File: config.mk
export PLATFORM = sky130hd
export DESIGN_NAME = packbits_run_length_encoder
export DESIGN_NICKNAME = d
export VERILOG_FILES = /design/src/design/prle_pkg.sv /design/src/design/prle_queue.sv /design/src/design/prle_front.sv /design/src/design/prle_back.sv /design/src/design/packbits_run_length_encoder.sv
export SDC_FILE = /design/constraint.sdc
export NUM_CORES = 1
export LEC_CHECK = 0
export ABC_AREA = 1
export BUFFER_PORTS_ARGS = -buffer_cell sky130_fd_sc_hd__buf_2
export CAP_MARGIN = 20
export CORE_MARGIN = 5
export CORE_UTILIZATION = 40
export DETAILED_ROUTE_END_ITERATION = 10
export PLACE_DENSITY = 0.6
export SLEW_MARGIN = 25
export SYNTH_ARGS = -nofsm -noshare
export SYNTH_HDL_FRONTEND = slang
export SYNTH_SLANG_ARGS = --single-unit
File: constraint.sdc
create_clock -name i_clk -period 3.9 [get_ports i_clk]
set_input_delay 0.39 -clock i_clk [delete_from_list [all_inputs] [get_ports i_clk]]
set_output_delay 0.39 -clock i_clk [all_outputs]
set_load 0.05 [all_outputs]
File: src/design/prle_pkg.sv
// ----------------------------------------------------------------------------
// prle_pkg
// Shared types and constants of the PackBits run-length encoder: the command
// word passed from the front end to the back end and the literal store write.
// ----------------------------------------------------------------------------
package prle_pkg;

    localparam int LIT_CNT_W = 6;
    localparam int Q_DEPTH   = 4;
    localparam int Q_AW      = 2;
    localparam int Q_CNT_W   = 3;
    localparam int NPEND     = 4;

    localparam logic [1:0] CMD_RUN = 2'd0;
    localparam logic [1:0] CMD_LIT = 2'd1;
    localparam logic [1:0] CMD_END = 2'd2;

    localparam logic [7:0] END_BYTE = 8'd128;
    localparam logic [8:0] RUN_BASE = 9'd257;

    typedef struct packed {
        logic [1:0]           kind;
        logic [7:0]           len;
        logic [7:0]           value;
        logic [LIT_CNT_W-1:0] cnt;
        logic                 tail;
        logic                 last;
    } t_cmd;

    typedef struct packed {
        logic                 en;
        logic [LIT_CNT_W-1:0] addr;
        logic [7:0]           data;
    } t_wr;

    function automatic t_cmd mk_cmd(input logic [1:0] kind, input logic [7:0] len,
                                    input logic [7:0] value,
                                    input logic [LIT_CNT_W-1:0] cnt, input logic tail);
        t_cmd c;
        c.kind  = kind;
        c.len   = len;
        c.value = value;
        c.cnt   = cnt;
        c.tail  = tail;
        c.last  = 1'b0;
        return c;
    endfunction

endpackage

File: src/design/prle_queue.sv
// ----------------------------------------------------------------------------
// prle_queue
// Short command queue between the front end and the back end.
// ----------------------------------------------------------------------------
module prle_queue (
    input  logic            i_clk,
    input  logic            i_rst_n,
    input  logic            i_push,
    input  prle_pkg::t_cmd  i_cmd,
    output logic            o_full,
    output logic            o_valid,
    output prle_pkg::t_cmd  o_cmd,
    input  logic            i_pop
);

    prle_pkg::t_cmd                   r_mem [prle_pkg::Q_DEPTH];
    logic [prle_pkg::Q_AW-1:0]        r_wp;
    logic [prle_pkg::Q_AW-1:0]        r_rp;
    logic [prle_pkg::Q_CNT_W-1:0]     r_cnt;
    logic                             w_push;
    logic                             w_pop;

    assign o_full  = (r_cnt == prle_pkg::Q_CNT_W'(prle_pkg::Q_DEPTH));
    assign o_valid = (r_cnt != '0);
    assign o_cmd   = r_mem[r_rp];
    assign w_push  = i_push && !o_full;
    assign w_pop   = i_pop && o_valid;

    always_ff @(posedge i_clk) begin
        if (w_push) begin
            r_mem[r_wp] <= i_cmd;
        end
    end

    always_ff @(posedge i_clk) begin
        if (!i_rst_n) begin
            r_wp  <= '0;
            r_rp  <= '0;
            r_cnt <= '0;
        end else begin
            if (w_push) begin
                r_wp <= r_wp + 1'b1;
            end
            if (w_pop) begin
                r_rp <= r_rp + 1'b1;
            end
            if (w_push && !w_pop) begin
                r_cnt <= r_cnt + 1'b1;
            end else if (w_pop && !w_push) begin
                r_cnt <= r_cnt - 1'b1;
            end
        end
    end

endmodule

File: src/design/prle_front.sv
// ----------------------------------------------------------------------------
// prle_front
// Accepts raw bytes, tracks the current run and literal count, writes literal
// bytes to the store and turns each item into up to three commands.
// ----------------------------------------------------------------------------
module prle_front #(
    parameter int MAX_LITERAL = 32,
    parameter int MAX_RUN     = 128
) (
    input  logic            i_clk,
    input  logic            i_rst_n,
    input  logic            i_valid,
    output logic            o_ready,
    input  logic [7:0]      i_data,
    input  logic            i_last,
    output logic            o_push,
    output prle_pkg::t_cmd  o_cmd,
    input  logic            i_full,
    output prle_pkg::t_wr   o_wr,
    input  logic            i_lit_done
);

    logic [7:0]                       r_held_byte;
    logic                             r_held_valid;
    logic [7:0]                       r_run_len;
    logic [prle_pkg::LIT_CNT_W-1:0]   r_lit_cnt;
    logic                             r_lit_busy;
    prle_pkg::t_cmd                   r_pend   [prle_pkg::NPEND];
    logic [prle_pkg::NPEND-1:0]       r_pend_v;

    logic [7:0]                       w_hb;
    logic                             w_hv;
    logic [7:0]                       w_rl;
    logic [prle_pkg::LIT_CNT_W-1:0]   w_lc;
    logic [2:0]                       w_n;
    logic                             w_busy;
    logic                             w_wr_en;
    logic [prle_pkg::LIT_CNT_W-1:0]   w_wr_addr;
    prle_pkg::t_cmd                   w_cmd    [prle_pkg::NPEND];
    logic                             w_acc;

    assign o_ready = !r_pend_v[0] && !r_lit_busy;
    assign w_acc   = i_valid && o_ready;
    assign o_push  = r_pend_v[0];
    assign o_cmd   = r_pend[0];

    assign o_wr.en   = w_acc && w_wr_en;
    assign o_wr.addr = w_wr_addr;
    assign o_wr.data = r_held_byte;

    always_comb begin
        w_hb      = r_held_byte;
        w_hv      = r_held_valid;
        w_rl      = r_run_len;
        w_lc      = r_lit_cnt;
        w_n       = 3'd0;
        w_busy    = 1'b0;
        w_wr_en   = 1'b0;
        w_wr_addr = r_lit_cnt;
        for (int i = 0; i < prle_pkg::NPEND; i++) begin
            w_cmd[i] = '0;
        end

        if (!w_hv) begin
            w_hb = i_data;
            w_hv = 1'b1;
            w_rl = 8'd1;
        end else if (i_data == w_hb) begin
            if (w_rl <= 8'd1) begin
                if (w_lc != '0) begin
                    w_cmd[w_n[1:0]] = prle_pkg::mk_cmd(prle_pkg::CMD_LIT, w_rl, w_hb, w_lc,
                                                       1'b0);
                    w_n    = w_n + 3'd1;
                    w_busy = 1'b1;
                end
                w_lc = '0;
            end
            w_rl = w_rl + 8'd1;
            if ({1'b0, w_rl} >= 9'(MAX_RUN)) begin
                w_cmd[w_n[1:0]] = prle_pkg::mk_cmd(prle_pkg::CMD_RUN, w_rl, w_hb, w_lc, 1'b0);
                w_n  = w_n + 3'd1;
                w_hv = 1'b0;
                w_rl = 8'd0;
            end
        end else begin
            if (w_rl >= 8'd2) begin
                w_cmd[w_n[1:0]] = prle_pkg::mk_cmd(prle_pkg::CMD_RUN, w_rl, w_hb, w_lc, 1'b0);
                w_n = w_n + 3'd1;
            end else if ({1'b0, w_lc} + 7'd1 >= 7'(MAX_LITERAL)) begin
                // block full: held byte goes out as the tail
                w_cmd[w_n[1:0]] = prle_pkg::mk_cmd(prle_pkg::CMD_LIT, w_rl, w_hb, w_lc, 1'b1);
                w_n    = w_n + 3'd1;
                w_busy = (w_lc != '0);
                w_lc   = '0;
            end else begin
                w_wr_en   = 1'b1;
                w_wr_addr = w_lc;
                w_lc      = w_lc + 1'b1;
            end
            w_hb = i_data;
            w_hv = 1'b1;
            w_rl = 8'd1;
        end

        if (i_last) begin
            if (w_hv && (w_rl >= 8'd2)) begin
                w_cmd[w_n[1:0]] = prle_pkg::mk_cmd(prle_pkg::CMD_RUN, w_rl, w_hb, w_lc, 1'b0);
                w_n  = w_n + 3'd1;
                w_hv = 1'b0;
            end
            if (w_hv) begin
                w_cmd[w_n[1:0]] = prle_pkg::mk_cmd(prle_pkg::CMD_LIT, w_rl, w_hb, w_lc, 1'b1);
                w_n    = w_n + 3'd1;
                w_busy = w_busy || (w_lc != '0);
            end else if (w_lc != '0) begin
                w_cmd[w_n[1:0]] = prle_pkg::mk_cmd(prle_pkg::CMD_LIT, w_rl, w_hb, w_lc, 1'b0);
                w_n    = w_n + 3'd1;
                w_busy = 1'b1;
            end
            w_cmd[w_n[1:0]] = prle_pkg::mk_cmd(prle_pkg::CMD_END, w_rl, w_hb, w_lc, 1'b0);
            w_n  = w_n + 3'd1;
            w_hb = 8'd0;
            w_hv = 1'b0;
            w_rl = 8'd0;
            w_lc = '0;
        end

        if (w_n != 3'd0) begin
            w_cmd[w_n[1:0] - 2'd1].last = 1'b1;
        end
    end

    always_ff @(posedge i_clk) begin
        if (w_acc) begin
            for (int i = 0; i < prle_pkg::NPEND; i++) begin
                r_pend[i] <= w_cmd[i];
            end
        end else if (r_pend_v[0] && !i_full) begin
            for (int i = 0; i < prle_pkg::NPEND - 1; i++) begin
                r_pend[i] <= r_pend[i+1];
            end
        end
    end

    always_ff @(posedge i_clk) begin
        if (!i_rst_n) begin
            r_held_byte  <= 8'd0;
            r_held_valid <= 1'b0;
            r_run_len    <= 8'd0;
            r_lit_cnt    <= '0;
            r_lit_busy   <= 1'b0;
            r_pend_v     <= '0;
        end else begin
            if (w_acc) begin
                r_held_byte  <= w_hb;
                r_held_valid <= w_hv;
                r_run_len    <= w_rl;
                r_lit_cnt    <= w_lc;
                r_lit_busy   <= w_busy;
                for (int i = 0; i < prle_pkg::NPEND; i++) begin
                    r_pend_v[i] <= (3'(i) < w_n);
                end
            end else begin
                if (i_lit_done) begin
                    r_lit_busy <= 1'b0;
                end
                if (r_pend_v[0] && !i_full) begin
                    r_pend_v <= {1'b0, r_pend_v[prle_pkg::NPEND-1:1]};
                end
            end
        end
    end

`ifndef SYNTHESIS
    a_held_has_len : assert property (@(posedge i_clk) disable iff (!i_rst_n)
        r_held_valid |-> (r_run_len != 8'd0))
        else $error("held byte without run length");

    a_lit_below_cap : assert property (@(posedge i_clk) disable iff (!i_rst_n)
        w_acc |-> ({1'b0, r_lit_cnt} < 7'(MAX_LITERAL)))
        else $error("literal count at cap on accept");
`endif

endmodule

File: src/design/prle_back.sv
// ----------------------------------------------------------------------------
// prle_back
// Executes queued commands: run pairs, literal blocks replayed from the
// literal store, and the end-of-data byte, one output byte per cycle unless stalled.
// ----------------------------------------------------------------------------
module prle_back #(
    parameter int MAX_LITERAL = 32
) (
    input  logic            i_clk,
    input  logic            i_rst_n,
    input  logic            i_valid,
    input  prle_pkg::t_cmd  i_cmd,
    output logic            o_pop,
    input  prle_pkg::t_wr   i_wr,
    output logic            o_lit_done,
    output logic            o_m_valid,
    input  logic            i_m_ready,
    output logic [7:0]      o_data,
    output logic            o_last,
    output logic            o_user
);

    localparam int AW = (MAX_LITERAL > 1) ? $clog2(MAX_LITERAL) : 1;

    localparam logic [1:0] S_IDLE = 2'd0;
    localparam logic [1:0] S_RUN  = 2'd1;
    localparam logic [1:0] S_LIT  = 2'd2;
    localparam logic [1:0] S_TAIL = 2'd3;

    logic [7:0]                       r_store [MAX_LITERAL];
    logic [7:0]                       r_rd_data;
    logic [1:0]                       r_state;
    logic [7:0]                       r_val;
    logic [prle_pkg::LIT_CNT_W-1:0]   r_cnt;
    logic [prle_pkg::LIT_CNT_W-1:0]   r_idx;
    logic                             r_tail;
    logic                             r_last;
    logic                             r_out_valid;
    logic [7:0]                       r_out_byte;
    logic                             r_out_last;
    logic                             r_out_user;

    logic                             w_free;
    logic                             w_rd_en;
    logic [prle_pkg::LIT_CNT_W-1:0]   w_rd_addr;
    logic                             w_lit_end;

    assign o_m_valid = r_out_valid;
    assign o_data    = r_out_byte;
    assign o_last    = r_out_last;
    assign o_user    = r_out_user;

    assign w_free     = !r_out_valid || i_m_ready;
    assign o_pop      = (r_state == S_IDLE) && i_valid && w_free;
    assign w_lit_end  = (r_idx == r_cnt);
    assign o_lit_done = (r_state == S_LIT) && w_free && w_lit_end;

    always_comb begin
        w_rd_en   = 1'b0;
        w_rd_addr = '0;
        if (o_pop && (i_cmd.kind == prle_pkg::CMD_LIT) && (i_cmd.cnt != '0)) begin
            w_rd_en = 1'b1;
        end else if ((r_state == S_LIT) && w_free && !w_lit_end) begin
            w_rd_en   = 1'b1;
            w_rd_addr = r_idx;
        end
    end

    always_ff @(posedge i_clk) begin
        if (i_wr.en) begin
            r_store[i_wr.addr[AW-1:0]] <= i_wr.data;
        end
        if (w_rd_en) begin
            r_rd_data <= r_store[w_rd_addr[AW-1:0]];
        end
    end

    always_ff @(posedge i_clk) begin
        if (!i_rst_n) begin
            r_state     <= S_IDLE;
            r_out_valid <= 1'b0;
        end else begin
            r_out_valid <= o_pop || ((r_state != S_IDLE) && w_free)
                           || (r_out_valid && !i_m_ready);
            case (r_state)
                S_IDLE: begin
                    if (o_pop) begin
                        r_val       <= i_cmd.value;
                        r_cnt       <= i_cmd.cnt;
                        r_tail      <= i_cmd.tail;
                        r_last      <= i_cmd.last;
                        r_idx       <= prle_pkg::LIT_CNT_W'(1);
                        case (i_cmd.kind)
                            prle_pkg::CMD_RUN: begin
                                r_out_byte <= 8'(prle_pkg::RUN_BASE - {1'b0, i_cmd.len});
                                r_out_last <= 1'b0;
                                r_out_user <= 1'b0;
                                r_state    <= S_RUN;
                            end
                            prle_pkg::CMD_LIT: begin
                                r_out_byte <= 8'({2'b00, i_cmd.cnt} + {7'd0, i_cmd.tail}
                                                 - 8'd1);
                                r_out_last <= 1'b0;
                                r_out_user <= 1'b0;
                                r_state    <= (i_cmd.cnt != '0) ? S_LIT : S_TAIL;
                            end
                            default: begin
                                r_out_byte <= prle_pkg::END_BYTE;
                                r_out_last <= 1'b1;
                                r_out_user <= 1'b1;
                            end
                        endcase
                    end
                end
                S_RUN: begin
                    if (w_free) begin
                        r_out_byte  <= r_val;
                        r_out_last  <= r_last;
                        r_out_user  <= 1'b0;
                        r_state     <= S_IDLE;
                    end
                end
                S_LIT: begin
                    if (w_free) begin
                        r_out_byte  <= r_rd_data;
                        r_out_last  <= w_lit_end && !r_tail && r_last;
                        r_out_user  <= 1'b0;
                        if (w_lit_end) begin
                            r_state <= r_tail ? S_TAIL : S_IDLE;
                        end else begin
                            r_idx <= r_idx + 1'b1;
                        end
                    end
                end
                S_TAIL: begin
                    if (w_free) begin
                        r_out_byte  <= r_val;
                        r_out_last  <= r_last;
                        r_out_user  <= 1'b0;
                        r_state     <= S_IDLE;
                    end
                end
                default: begin
                    r_state <= S_IDLE;
                end
            endcase
        end
    end

`ifndef SYNTHESIS
    a_end_marker : assert property (@(posedge i_clk) disable iff (!i_rst_n)
        (r_out_valid && r_out_user) |-> (r_out_last && (r_out_byte == prle_pkg::END_BYTE)))
        else $error("end marker malformed");

    a_idx_in_block : assert property (@(posedge i_clk) disable iff (!i_rst_n)
        (r_state == S_LIT) |-> ((r_idx <= r_cnt) && (r_idx != '0)))
        else $error("literal index outside block");
`endif

endmodule

File: src/design/packbits_run_length_encoder.sv
// ----------------------------------------------------------------------------
// packbits_run_length_encoder
// PackBits encoder: raw bytes in, encoded stream with end-of-data byte out.
// ----------------------------------------------------------------------------
// usage
//   s_axis carries raw bytes in tdata, tlast marks the last byte of an image.
//   m_axis carries the encoded stream: tdata is the byte, tlast marks the last
//   byte caused by an input item, tuser marks the closing 128 byte.
//   a run of equal bytes leaves as header 257 minus length and the byte, up to
//   MAX_RUN bytes; differing bytes leave as header length minus one and the
//   bytes, up to MAX_LITERAL per block.
//   the front end classifies each item as it is accepted and queues up to three
//   commands; the back end sends one byte per cycle, while m_axis is ready,
//   from a four-deep queue. m_axis tvalid rises once the item's first command
//   has passed the pending registers and the queue into the output register,
//   when the queue and output register are free. an item that causes output
//   blocks the input until every command it queues, up to three, has entered
//   the queue; an item that closes a literal block blocks the input until the
//   back end has read the block out of the literal store.
//   a stalled receiver holds the output register; the queue then fills and
//   the input side stalls in turn.
//   sync reset clears control state; the literal store needs no clearing.
// ----------------------------------------------------------------------------
module packbits_run_length_encoder #(
    parameter int MAX_LITERAL = 32,
    parameter int MAX_RUN     = 128
) (
    input  logic        i_clk,
    input  logic        i_rst_n,
    input  logic        s_axis_tvalid,
    output logic        s_axis_tready,
    input  logic [7:0]  s_axis_tdata,   // [7:0] data_byte
    input  logic        s_axis_tlast,
    output logic        m_axis_tvalid,
    input  logic        m_axis_tready,
    output logic [7:0]  m_axis_tdata,   // [7:0] out_byte
    output logic        m_axis_tlast,
    output logic [0:0]  m_axis_tuser    // [0] stream_end
);

    logic            w_push;
    prle_pkg::t_cmd  w_push_cmd;
    logic            w_full;
    logic            w_q_valid;
    prle_pkg::t_cmd  w_q_cmd;
    logic            w_pop;
    prle_pkg::t_wr   w_wr;
    logic            w_lit_done;
    logic            w_user;

    assign m_axis_tuser = w_user;

    prle_front #(
        .MAX_LITERAL (MAX_LITERAL),
        .MAX_RUN     (MAX_RUN)
    ) u_front (
        .i_clk      (i_clk),
        .i_rst_n    (i_rst_n),
        .i_valid    (s_axis_tvalid),
        .o_ready    (s_axis_tready),
        .i_data     (s_axis_tdata),
        .i_last     (s_axis_tlast),
        .o_push     (w_push),
        .o_cmd      (w_push_cmd),
        .i_full     (w_full),
        .o_wr       (w_wr),
        .i_lit_done (w_lit_done)
    );

    prle_queue u_queue (
        .i_clk   (i_clk),
        .i_rst_n (i_rst_n),
        .i_push  (w_push),
        .i_cmd   (w_push_cmd),
        .o_full  (w_full),
        .o_valid (w_q_valid),
        .o_cmd   (w_q_cmd),
        .i_pop   (w_pop)
    );

    prle_back #(
        .MAX_LITERAL (MAX_LITERAL)
    ) u_back (
        .i_clk      (i_clk),
        .i_rst_n    (i_rst_n),
        .i_valid    (w_q_valid),
        .i_cmd      (w_q_cmd),
        .o_pop      (w_pop),
        .i_wr       (w_wr),
        .o_lit_done (w_lit_done),
        .o_m_valid  (m_axis_tvalid),
        .i_m_ready  (m_axis_tready),
        .o_data     (m_axis_tdata),
        .o_last     (m_axis_tlast),
        .o_user     (w_user)
    );

endmodule
[Yosys cells after proc, flatten, opt, wreduce, memory -nomap -nowiden]
Memories as Yosys holds them, arrays and structs flattened. A register that Yosys moved wholly into a read port is not among the register bits.
Cells that the tools add are included.
Storage, ports and cells
  flip-flop bits (word level): 70
  RAM bits: 464
  input bits: 13
  output and inout port bits: 12
  logic and storage cells: 265
  memories kept: 3
Memory list
  u_back.r_store: depth 32, width 8, read ports 1, clocked after Yosys merged registers in 1, wr ports 1, RTL line prle_back.sv:30  | logic [7:0] r_store [MAX_LITERAL];
  u_front.r_pend: depth 4, width 26, read ports 4, clocked after Yosys merged registers in 0, wr ports 4, RTL line prle_front.sv:28  | prle_pkg::t_cmd r_pend [prle_pkg::NPEND];
  u_queue.r_mem: depth 4, width 26, read ports 1, clocked after Yosys merged registers in 1, wr ports 1, RTL line prle_queue.sv:16  | prle_pkg::t_cmd r_mem [prle_pkg::Q_DEPTH];
Cells by class
  add/subtract/negate cells: 16
  order comparisons: 19
  equality and inequality tests: 14
  multiplexer cells: 129
  bitwise logic cells: 8
  reduce and logical (&&, ||, !) cells: 57
Operators with widths (number)
  $mux W104: 9
  $bwmux W104: 6
  $mux W26: 12
  $demux W26 S2: 5
  $mux W8: 10
  $mux W78: 1
  $mux W6: 11
  $mux W25: 2
  $mux W3: 15
  $mux W1: 40
  $logic_and A1 B1 Y1: 24
  $pmux W8 S3: 1
  $reduce_bool A6 Y1: 3
  $ge A8 B2 Y1 const B: 2
  $pmux W8 S2: 1
  $add A3 B1 Y3 const B: 5
  $ge A3 B3 Y1 const B: 5
  $lt A3 B1 Y1 const B: 5
  $not A2 Y3: 5
  $mux W2: 7
  $add A6 B1 Y6 const B: 2
  $pmux W6 S2: 1
  $mux W5: 2
  $ne A2 B1 Y1 const B: 5
  36 further kinds: 64

[Logic depth before layout (Yosys ltp)]
Gate-level depths: netlist of the first run.
  depth after elaboration: 27
  mapped depth: 27
  mapped depth without buffers: 26

[Cells and area by module]
A second synthesis of the first run with hierarchy kept.
Unflattened totals
  cells, all modules: 2585
  area, all modules: 25732.2 sq um
Modules (own cells, without submodules)
  prle_back: times used 1, cells each 1390, area each 14019.7 sq um, sequential area each 8948.6 sq um
  prle_front: times used 1, cells each 875, area each 7368.3 sq um, sequential area each 3683.5 sq um
  prle_queue: times used 1, cells each 320, area each 4344.2 sq um, sequential area each 3303.2 sq um

[Worst setup path before layout of the first run]
OpenSTA, ideal clock, no wires.
  path kind: register to register
  start point: register u_front.r_pend_v[0] in the netlist's numbering
  end point: memory u_front.r_pend[0][0] in the netlist's numbering (enable)
  library setup time: 432 ps
  arrival: 3754 ps
  data required time: 3468 ps
  path slack: -286 ps
  stages on the path, launching flop included: 6
  buffers on the path: 0
  clock period less this slack: 4186 ps
  cell sequence: dfxtp_1 > nor2_1 > nand2_1 > inv_1 > nor2_1 > inv_1
RTL lines
  from (decl): RTL line prle_front.sv:29  | logic [prle_pkg::NPEND-1:0] r_pend_v;
  from (signal, indexed assignment): RTL line prle_front.sv:161  | r_pend_v[i] <= (3'(i) < w_n);
  from (signal assigned): RTL line prle_front.sv:168  | r_pend_v <= {1'b0, r_pend_v[prle_pkg::NPEND-1:1]};
  to (decl): RTL line prle_front.sv:28

==> results_dict.tcl, run 1 <==
set metrics [dict create \
    outcome "complete, no violations" \
    drive_above_1_share_pct 16.6 \
    crit-reg2reg-capture "u_front.r_pend[0][16]" \
    synthesis.nets 2258 \
    timing.reg2reg.setup_slack_ps 230 \
    final_report_hold_violation_count 0 \
    routed_wire_length_per_instance_um 20.0 \
    ys.flop_type "edfxtp_1" \
    cp_data_arrival_time_ps 4030 \
    htree_num_levels 2 \
    syn_area_per_cell_um2 11.0 \
    synth_cells 2218 \
    final_antenna_net_count 0 \
    grt.total_usage_pct 18.4 \
    syn_to_final_growth_pct 14.7 \
    number_of_clock_buffers_inserted_by_tritoncts 56 \
    worst_pin_slew_ps 847 \
    grt.met2_usage_pct 29.2 \
    vias 16947 \
    power.static_leakage_nw 10.8 \
    setup_tns_ps 0 \
    die_height_um 257 \
    hold_depth 3 \
    final_cell_area_mm2 0.0280 \
    fin_worst_skew_ps 28.9 \
    met1_track_demand_over_resource_in_global_routing_pct 26.3 \
    drtIter0Drc 1486 \
    layout.cells.most_common_list "edfxtp_1, nand2_1, nor2_1" \
    use_met3_pct 3.12 \
    worst_setup_path_end_kind "register" \
    netlist-cell-type-count 57 \
    row_count 90 \
    clock.fmax_mhz 273 \
    grt_setup_unrepaired "no" \
    placed_cell_area_mm2 0.0261 \
    totalWireLength_mm 62.8 \
    worstSkewPairLatency_ps 630 \
    max-cap-violations 0 \
    clk_pin_slew_worst_paths_ps 70 \
    grt_first_pass_wirelength_mm 96.6 \
    yosys_warnings 0 \
    synth_enable_flop_cells 504 \
    final_period_demand_of_the_worst_path_ps 3670 \
    coreArea_mm2 0.0605 \
    max-slew-margin-rel_pct 43.3 \
    worst-endpoint-required_ps 4260 \
    synth_seq_cells 544 \
    synthesis.area_mm2 0.0244 \
    antenna_found_initial 0 \
    async_flop_share_pct 0 \
    port_buffers 24 \
    timing.critical_path.from_type "register" \
    detail_route.drc_violations 0 \
    timing.hold.worst.class "in -> reg" \
    dr.pass1.iters 5 \
    worst_hold_path.endpoint "u_front.r_held_byte[4]" \
    hp-start "s_axis_tdata[4]" \
    maximum_number_of_pins_on_one_net_before_global_route_repair 89 \
    dp.final_hpwl_mm 40.3 \
    grt_pass1_vias 16520 \
    fillCellCount 5449 \
    power-per-cell-area_mw_per_mm2 556 \
    final_common_cell "edfxtp_1" \
    timing.hold.ws_ps 80.6 \
    cts_tree "built" \
    placement.setup.worst_slack_ps 11.0 \
    starting_density_of_the_core_pct 40.4 \
    vdd_ir_drop_max_mv 0.372 \
    reg2reg_from "u_front.r_run_len[1]" \
    final.period_utilization_pct 94.0 \
    routabilityCongestion 0.923 \
    n_antenna_cell 0 \
    top_usage_layer "met2" \
    finalWorstSetupSlack_ps 234 \
    vias_per_cell 5.39 \
    path_max_fanout 19 \
    r2r.worst_path.cells 25 \
    synth_sequential_area_ratio_pct 65.2 \
    worst-setup-path-type "reg -> reg" \
    finish.net_count 2356 \
    drv_slew 0 \
    cts_root_buffer "clkbuf_16" \
    chipWidth_um 257 \
    gr-total-overflow 0 \
    overall_power_consumption_mw 15.6 \
    design.die.area_mm2 0.0662 \
    numClockSinks 544 \
    timing.final.setup_violations 0 \
    num_io_pins 25 \
    max_buffers_root_to_sink 3 \
]
## power breakdown
| group | internal (mW) | switching [mW] |
|---|---|---|
| Combinational | 0.928 | 2.21 |
| Clock | 3.10 | 2.29 |
| Sequential | 6.88 | 0.176 |
| Total | 10.9 | 4.67 |
## worst max path at each step
stage / start / end / slack, ps
2_1_floorplan: u_front.r_held_byte[3] / u_front.r_pend_v[1] / 130
5_1_grt: u_front.r_run_len[0] / u_front.r_pend[0][16] / 10
3_5_place_dp: u_front.r_lit_cnt[3] / u_front.r_pend[1][13] / 10
3_3_place_gp: u_front.r_lit_cnt[3] / u_front.r_pend[1][8] / 120
4_1_cts: u_front.r_lit_cnt[3] / u_front.r_pend[1][9] / 40
6_report: u_front.r_run_len[1] / u_front.r_pend[0][16] / 230
## sequential cells by signal, indices dropped and copies added, names as in the netlist, named ones only
name,count
u_back.r_last,1
u_back.r_store,256
u_back.r_rd_data,8
u_queue.r_cnt,3
u_front.r_lit_cnt,6
u_back.o_m_valid,1
u_back.r_val,8
u_back.r_tail,1
u_front.r_held_byte,8
u_front.r_lit_busy,1
u_queue.r_rp,2
u_front.r_pend_v,4
u_front.r_held_valid,1
u_back.r_state,2
u_queue.r_mem,104
u_back.r_idx,6
u_front.r_pend,104
u_front.r_run_len,8
u_back.r_cnt,6
u_back.o_data,8
u_back.o_user,1
u_queue.r_wp,2
u_back.o_last,1
## stage by stage
step / std cells / util, %
finish: 3144 / 46.4
global route: 3144 / 46.4
CTS: 3138 / 46.2
detailed placement: 3034 / 43.1
global placement: 3034 / 43.1
floorplan: 2218 / -
## cell usage after synthesis, types with 6 or more instances
master / number / area, µm²
edfxtp_1: 504 / 15100
o21bai_1: 53 / 398
o211ai_1: 66 / 495
o21ai_0: 151 / 756
buf_6: 6 / 67.6
dfxtp_1: 40 / 801
nand4_1: 14 / 87.6
o21ai_2: 7 / 61.3
buf_1: 7 / 26.3
a31oi_1: 6 / 37.5
nand2_2: 14 / 87.6
o22ai_1: 19 / 119
or2_2: 65 / 407
nand3_1: 194 / 971
nand3_2: 12 / 120
buf_2: 8 / 40.0
nor2_2: 7 / 43.8
o21a_1: 8 / 60.1
clkbuf_1: 88 / 330
inv_2: 14 / 52.6
a32o_1: 26 / 260
inv_1: 159 / 597
ha_1: 26 / 325
a21oi_1: 66 / 330
nand2_1: 370 / 1390
nor2_1: 210 / 788
nor3_1: 13 / 65.1
## cell families (layout without fill, tap and decap cells)
group	after synthesis	count (layout)	share of synthesized area, %
adders and majority gates	27	27	1.41
xor gates and xnor gates	8	8	0.287
buffers and inverters	290	434	4.78
DFF	544	544	65.2
and+or+nand+nor	915	915	17.0
AOI/OAI and AO/OA	433	433	11.3
other	1	1	0.0153
## layer usage
| layer | up-vias | wire length, µm | share of wire [%] |
|---|---|---|---|
| met5 | - | 0 | 0 |
| met4 | 0 | 1720 | 2.7 |
| met3 | 115 | 3750 | 6.0 |
| met2 | 519 | 28700 | 46 |
| met1 | 8266 | 28600 | 46 |
| li1 | 8047 | - | - |
## cell type report
cell class	instances	area (µm²)	share of cell area [%]
Multi-Input combinational cell	1384	7430	26.5
Timing Repair Buffer	153	1170	4.16
Tap cell	782	978	3.49
Clock inverter	34	383	1.37
Inverter	177	671	2.39
Sequential cell	544	15900	56.8
Clock buffer	70	1470	5.26
## critical path, cell delays in order, from the launching register on
cell and delay (ps):
dfxtp_1 330, inv_1 90, ha_1 190, nor2_1 210, nor2_4 80, nand2_1 90, inv_1 70, ha_1 290
nor2_2 150, nor2_4 60, inv_2 70, ha_1 220, nand2_1 80, nand2_2 50, inv_1 90, ha_1 240
inv_1 60, nand2_1 80, o21ai_4 140, nand2_8 130, nand2_8 160, nand2_8 140, nand2_1 120, nand2_1 50
nand2_1 50, nand2_1 130
## what timing repair did
item	4_1_cts	5_1_grt
gates resized for setup	2	15
pin swaps	0	1
hold buffers	0	0
endpoints found under the setup margin	5	53
gates cloned	0	0
buffers inserted	0	6
Note: power is estimated with default switching activity, not from simulation.
==> run 2: changes to the inputs <==
- SETUP_SLACK_MARGIN: not set -> 0.5
==> results_dict.tcl, run 2 (same netlist as run 1, synthesis figures left out) <==
set metrics [dict create \
    outcome "complete, no violations" \
    cp_data_arrival_time_ps 3700 \
    worst_hold_path.endpoint "u_front.r_held_byte[4]" \
    fillCellCount 5388 \
    vdd_ir_drop_max_mv 0.352 \
    grt.total_usage_pct 18.3 \
    grt_first_pass_wirelength_mm 96.4 \
    finalWorstSetupSlack_ps 557 \
    hold_depth 3 \
    cts_root_buffer "clkbuf_16" \
    r2r.worst_path.cells 23 \
    setup_tns_ps 0 \
    port_buffers 24 \
    crit_path_start "u_front.r_run_len[0]" \
    drive_above_1_share_pct 19.7 \
    reg2reg_from "u_front.r_run_len[0]" \
    dr.pass1.iters 8 \
    numClockSinks 544 \
    antenna_found_initial 0 \
    coreArea_mm2 0.0605 \
    final_cell_count_no_fill 3160 \
    detail_route.drc_violations 0 \
    placement.setup.worst_slack_ps 116 \
    worst-setup-path-type "reg -> reg" \
    final_antenna_net_count 0 \
    detail_route.wirelength.met1_mm 28.9 \
    syn_to_final_growth_pct 16.4 \
    max-slew-margin-rel_pct 44.9 \
    highest_routed_metal_layer "met4" \
    layout.area.seq_mm2 0.0160 \
    gr-total-overflow 0 \
    timing.hold.worst.class "in -> reg" \
    worst-endpoint-required_ps 4250 \
    worst_pin_slew_ps 823 \
    power-per-cell-area_mw_per_mm2 545 \
    max-cap-violations 0 \
    hp-start "s_axis_tdata[4]" \
    num_io_pins 25 \
    routabilityCongestion 0.928 \
    crit-reg2reg-capture "u_front.r_pend[0][14]" \
    drv_slew 0 \
    vias_per_cell 5.44 \
    n_antenna_cell 0 \
    timing.reg2reg.setup_slack_ps 560 \
    die_height_um 257 \
    vias 17183 \
    met3_wirelength_mm 4.06 \
    final_period_demand_of_the_worst_path_ps 3340 \
    totalWireLength_mm 63.2 \
    chipWidth_um 257 \
    finish.net_count 2374 \
    routed_wire_length_per_instance_um 20.0 \
    dpl_cells 3017 \
    number_of_clock_buffers_inserted_by_tritoncts 57 \
    grt_setup_unrepaired "yes" \
    worstSkewPairLatency_ps 620 \
    clock.fmax_mhz 299 \
    clk_pin_slew_worst_paths_ps 60 \
    worst_setup_path_end_kind "register" \
    htree_num_levels 2 \
    max_buffers_root_to_sink 3 \
    timing.critical_path.from_type "register" \
    multiInputGateArea_mm2 0.00775 \
    design.die.area_mm2 0.0662 \
    layout.cells.most_common_list "edfxtp_1, nand2_1, nand3_1" \
    timing.final.setup_violations 0 \
    row_count 90 \
    maximum_number_of_pins_on_one_net_before_global_route_repair 79 \
    final.period_utilization_pct 85.7 \
    fin_worst_skew_ps 26.3 \
    power.static_leakage_nw 10.9 \
    largest_register_ffs 256 \
    cts-hold-fix-buffers 0 \
    cts_tree "built" \
    final_core_util_pct 47.1 \
    dp.final_hpwl_mm 41.0 \
    grt_pass1_vias 16285 \
    final_report_hold_violation_count 0 \
    path_max_fanout 19 \
    drtIter0Drc 1538 \
    final_common_cell "edfxtp_1" \
    routed_wl_met2_mm 28.7 \
    starting_density_of_the_core_pct 40.4 \
]
run 2: cell types whose count changed in the layout (fill, tap and decap cells not counted), sizes merged:
cell,previous run,this run
clkinv,27,18
nor2,222,224
buf,153,167
bufinv,6,5
clkbuf,70,82
nand2,388,389
inv,175,172
run 2: per-stage QoR:
step | power (mW) | instance area (µm²) | hold WS [ps]
floorplan | 9.23 | 24500 | 436
global placement | 10.2 | 26000 | 448
detailed placement | 10.3 | 26000 | 463
CTS | 15.6 | 27900 | 70.7
global route | 16.2 | 28500 | 100
finish | 15.5 | 28500 | 110
run 2: how the worst max path moves through the flow:
stage               slack, ps               endpoint  cells past startpoint
finish                    560  u_front.r_pend[0][14]                     23
detailed placement        120   u_front.r_pend[1][9]                     22
global route              430  u_front.r_pend[1][17]                     23
global placement          130   u_front.r_pend[1][9]                     22
floorplan                 500  u_front.r_pend[2][10]                     24
CTS                       500  u_front.r_pend[1][21]                     24
run 2: cell type report:
type                    instances  area share [%]
repair buffers                167            4.45
clock buffers                  82            5.41
well taps                     782            3.44
multi-input cells            1387            27.2
flip-flops and latches        544            56.2
clock inverters                21           0.906
inverters                     177            2.41
run 2: layer usage:
layer / vias up / global-route usage (%)
met5: - / 0
met4: 0 / 4.53
met3: 109 / 2.79
met2: 629 / 28.7
met1: 8350 / 27.0
li1: 8095 / -
run 2: repair_timing:
action,in CTS,in global routing
endpoints found under the setup margin,94,103
gates cloned,0,3
setup buffers,4,33
gates resized for setup,41,65
pin swaps,9,29
run 2: power breakdown:
group          total [mW]  switching [mW]  internal (mW)
registers            7.06           0.185           6.88
logic                3.16            2.20          0.952
clock network        5.28            2.21           3.07
run 2: worst max-delay path, stage by stage, from the launching register on:
cell	delay [ps]
dfxtp_4	380
buf_6	110
nand3_4	80
inv_2	70
nand4_1	80
nand2_2	120
clkinv_4	90
ha_4	280
nor2_4	40
nor2_4	100
inv_2	70
ha_4	250
nand2_2	50
nand2_2	70
inv_2	60
ha_4	160
nand2_1	110
nand3_1	140
inv_2	230
nand2_8	140
nand2_8	180
o21ai_2	70
nand3_1	80
nand2_1	100
==> run 3: changes to the inputs <==
- CELL_PAD_IN_SITES_DETAIL_PLACEMENT: not set -> 0
- CELL_PAD_IN_SITES_GLOBAL_PLACEMENT: not set -> 1
- PLACE_DENSITY: 0.6 -> 0.79
==> results_dict.tcl, run 3 (same netlist as run 1, synthesis figures left out) <==
set metrics [dict create \
    cts_tree "built" \
    starting_density_of_the_core_pct 40.4 \
    final_common_cell "edfxtp_1" \
    routabilityCongestion 0.926 \
    power.combinational.fraction_pct 20.1 \
    cts-hold-fix-buffers 0 \
    p_int_mw 10.9 \
    placement.setup.worst_slack_ps -106 \
    outcome "complete, no violations" \
    worstSkewPairLatency_ps 620 \
    cts_root_buffer "clkbuf_16" \
    drv_slew 0 \
    maximum_number_of_pins_on_one_net_before_global_route_repair 86 \
    design.die.area_mm2 0.0662 \
    finalWorstSetupSlack_ps 590 \
    syn_to_final_growth_pct 16.4 \
    grt_pass1_vias 16228 \
    cp_data_arrival_time_ps 3680 \
    routed_wire_length_per_instance_um 19.8 \
    worst_setup_path_end_kind "register" \
    fin_worst_skew_ps 26.7 \
    final_antenna_net_count 0 \
    largest_register_ffs 256 \
    detail_route.drc_violations 0 \
    reg2reg_from "u_front.r_lit_cnt[4]" \
    worst_pin_slew_ps 978 \
    max-slew-margin-rel_pct 34.8 \
    max-cap-violations 0 \
    worst-setup-path-type "reg -> reg" \
    crit_path_start "u_front.r_lit_cnt[4]" \
    n_antenna_cell 0 \
    layout.cells.most_common_list "edfxtp_1, nand2_1, nand3_1" \
    dr.pass1.iters 6 \
    finish.net_count 2356 \
    timing.hold.worst.class "in -> reg" \
    timing.critical_path.from_type "register" \
    vias_per_cell 5.43 \
    hp-start "s_axis_tdata[5]" \
    port_buffers 24 \
    final.period_utilization_pct 84.9 \
    clk_pin_slew_worst_paths_ps 60 \
    totalWireLength_mm 62.1 \
    drive_above_1_share_pct 20.3 \
    worst-endpoint-required_ps 4270 \
    timing.final.setup_violations 0 \
    power-per-cell-area_mw_per_mm2 549 \
    die_height_um 257 \
    max_buffers_root_to_sink 3 \
    dp.final_hpwl_mm 39.1 \
    drtIter0Drc 1638 \
    antenna_found_initial 0 \
    final_core_util_pct 47.1 \
    final_report_hold_violation_count 0 \
    path_max_fanout 8 \
    row_count 90 \
    grt_first_pass_wirelength_mm 94.0 \
    num_io_pins 25 \
    power.static_leakage_nw 10.8 \
    coreArea_mm2 0.0605 \
    sequentialPowerShare_pct 45.2 \
    vdd_ir_drop_max_mv 0.394 \
    vias 17065 \
    grt.total_usage_pct 17.9 \
    final_period_demand_of_the_worst_path_ps 3310 \
    number_of_clock_buffers_inserted_by_tritoncts 55 \
    switching_power_mw 4.69 \
    power.switching_fraction_pct 30.0 \
    power_frac_clock_pct 34.6 \
    htree_num_levels 2 \
    grt_setup_unrepaired "yes" \
    chipWidth_um 257 \
    gr-total-overflow 0 \
    numClockSinks 544 \
    clock.fmax_mhz 302 \
]
-- run 3: stage by stage --
| stage | cells | instance area (µm²) | setup TNS (ps) | power (mW) | hold WS [ps] |
|---|---|---|---|---|---|
| after global placement | 3005 | 25900 | -1570 | 10.2 | 448 |
| after detailed placement | 3005 | 25900 | -1230 | 10.3 | 464 |
| final | 3145 | 28500 | 0 | 15.6 | 78.5 |
| after global routing | 3145 | 28500 | 0 | 16.3 | 55.8 |
| after CTS | 3126 | 28000 | 0 | 15.7 | 35.6 |
| after floorplan | 2218 | 24500 | 0 | 9.23 | 436 |
-- run 3: area by class of cell --
type	count	area [µm²]
timing repair buffer	152	1180
clock buffer	64	1420
fill	5341	32000
clock inverter	40	444
inverter	177	687
multi-input combinational	1386	7770
tap	782	978
sequential	544	16000
-- run 3: critical path, cell delays in order (launching register included) --
cell and delay [ps]:
dfxtp_4 390, nor3_4 240, nand3_2 140, nand2_2 100
inv_2 60, ha_4 260, nor2_2 40, nor2_4 110
inv_2 60, ha_4 250, nand2_2 50, nand2_2 70
inv_2 50, ha_4 270, inv_2 30, nand2_2 70
o21ai_4 100, ha_4 210, a21oi_4 150, nand2_4 100
inv_4 90, nor2_4 60, nand3_1 80, nand2_1 60
-- run 3: final timing paths --
path | cells after the start | endpoint | slack, ps
hold reg to reg | 2 | u_queue.r_rp[1] | 470
hold / removal | 3 | u_front.r_held_byte[5] | 80
setup / recovery | 23 | u_front.r_pend[1][10] | 590
setup reg to reg | 23 | u_front.r_pend[1][10] | 590
-- run 3: routing by layer --
metal	up-vias	wire, µm	track usage [%]
met5	-	0	0
met4	0	1270	4.40
met2	572	29500	29.0
met1	8344	27300	25.6
met3	91	4080	2.74
li1	8058	-	-
-- run 3: power groups by stage --
stage / combinational [mW] / clock (mW) / sequential (mW)
after detailed placement: 3.08 / 0 / 7.19
after floorplan: 1.92 / 0 / 7.31
after global routing: 3.46 / 5.75 / 7.09
final: 3.15 / 5.41 / 7.07
after CTS: 3.12 / 5.50 / 7.06
after global placement: 3.02 / 0 / 7.17
-- run 3: timing repair --
action | CTS | global route
setup buffers | 15 | 18
resized for setup | 41 | 75
cloned | 2 | 1
endpoints found under the setup margin | 107 | 106
pin swaps | 14 | 29
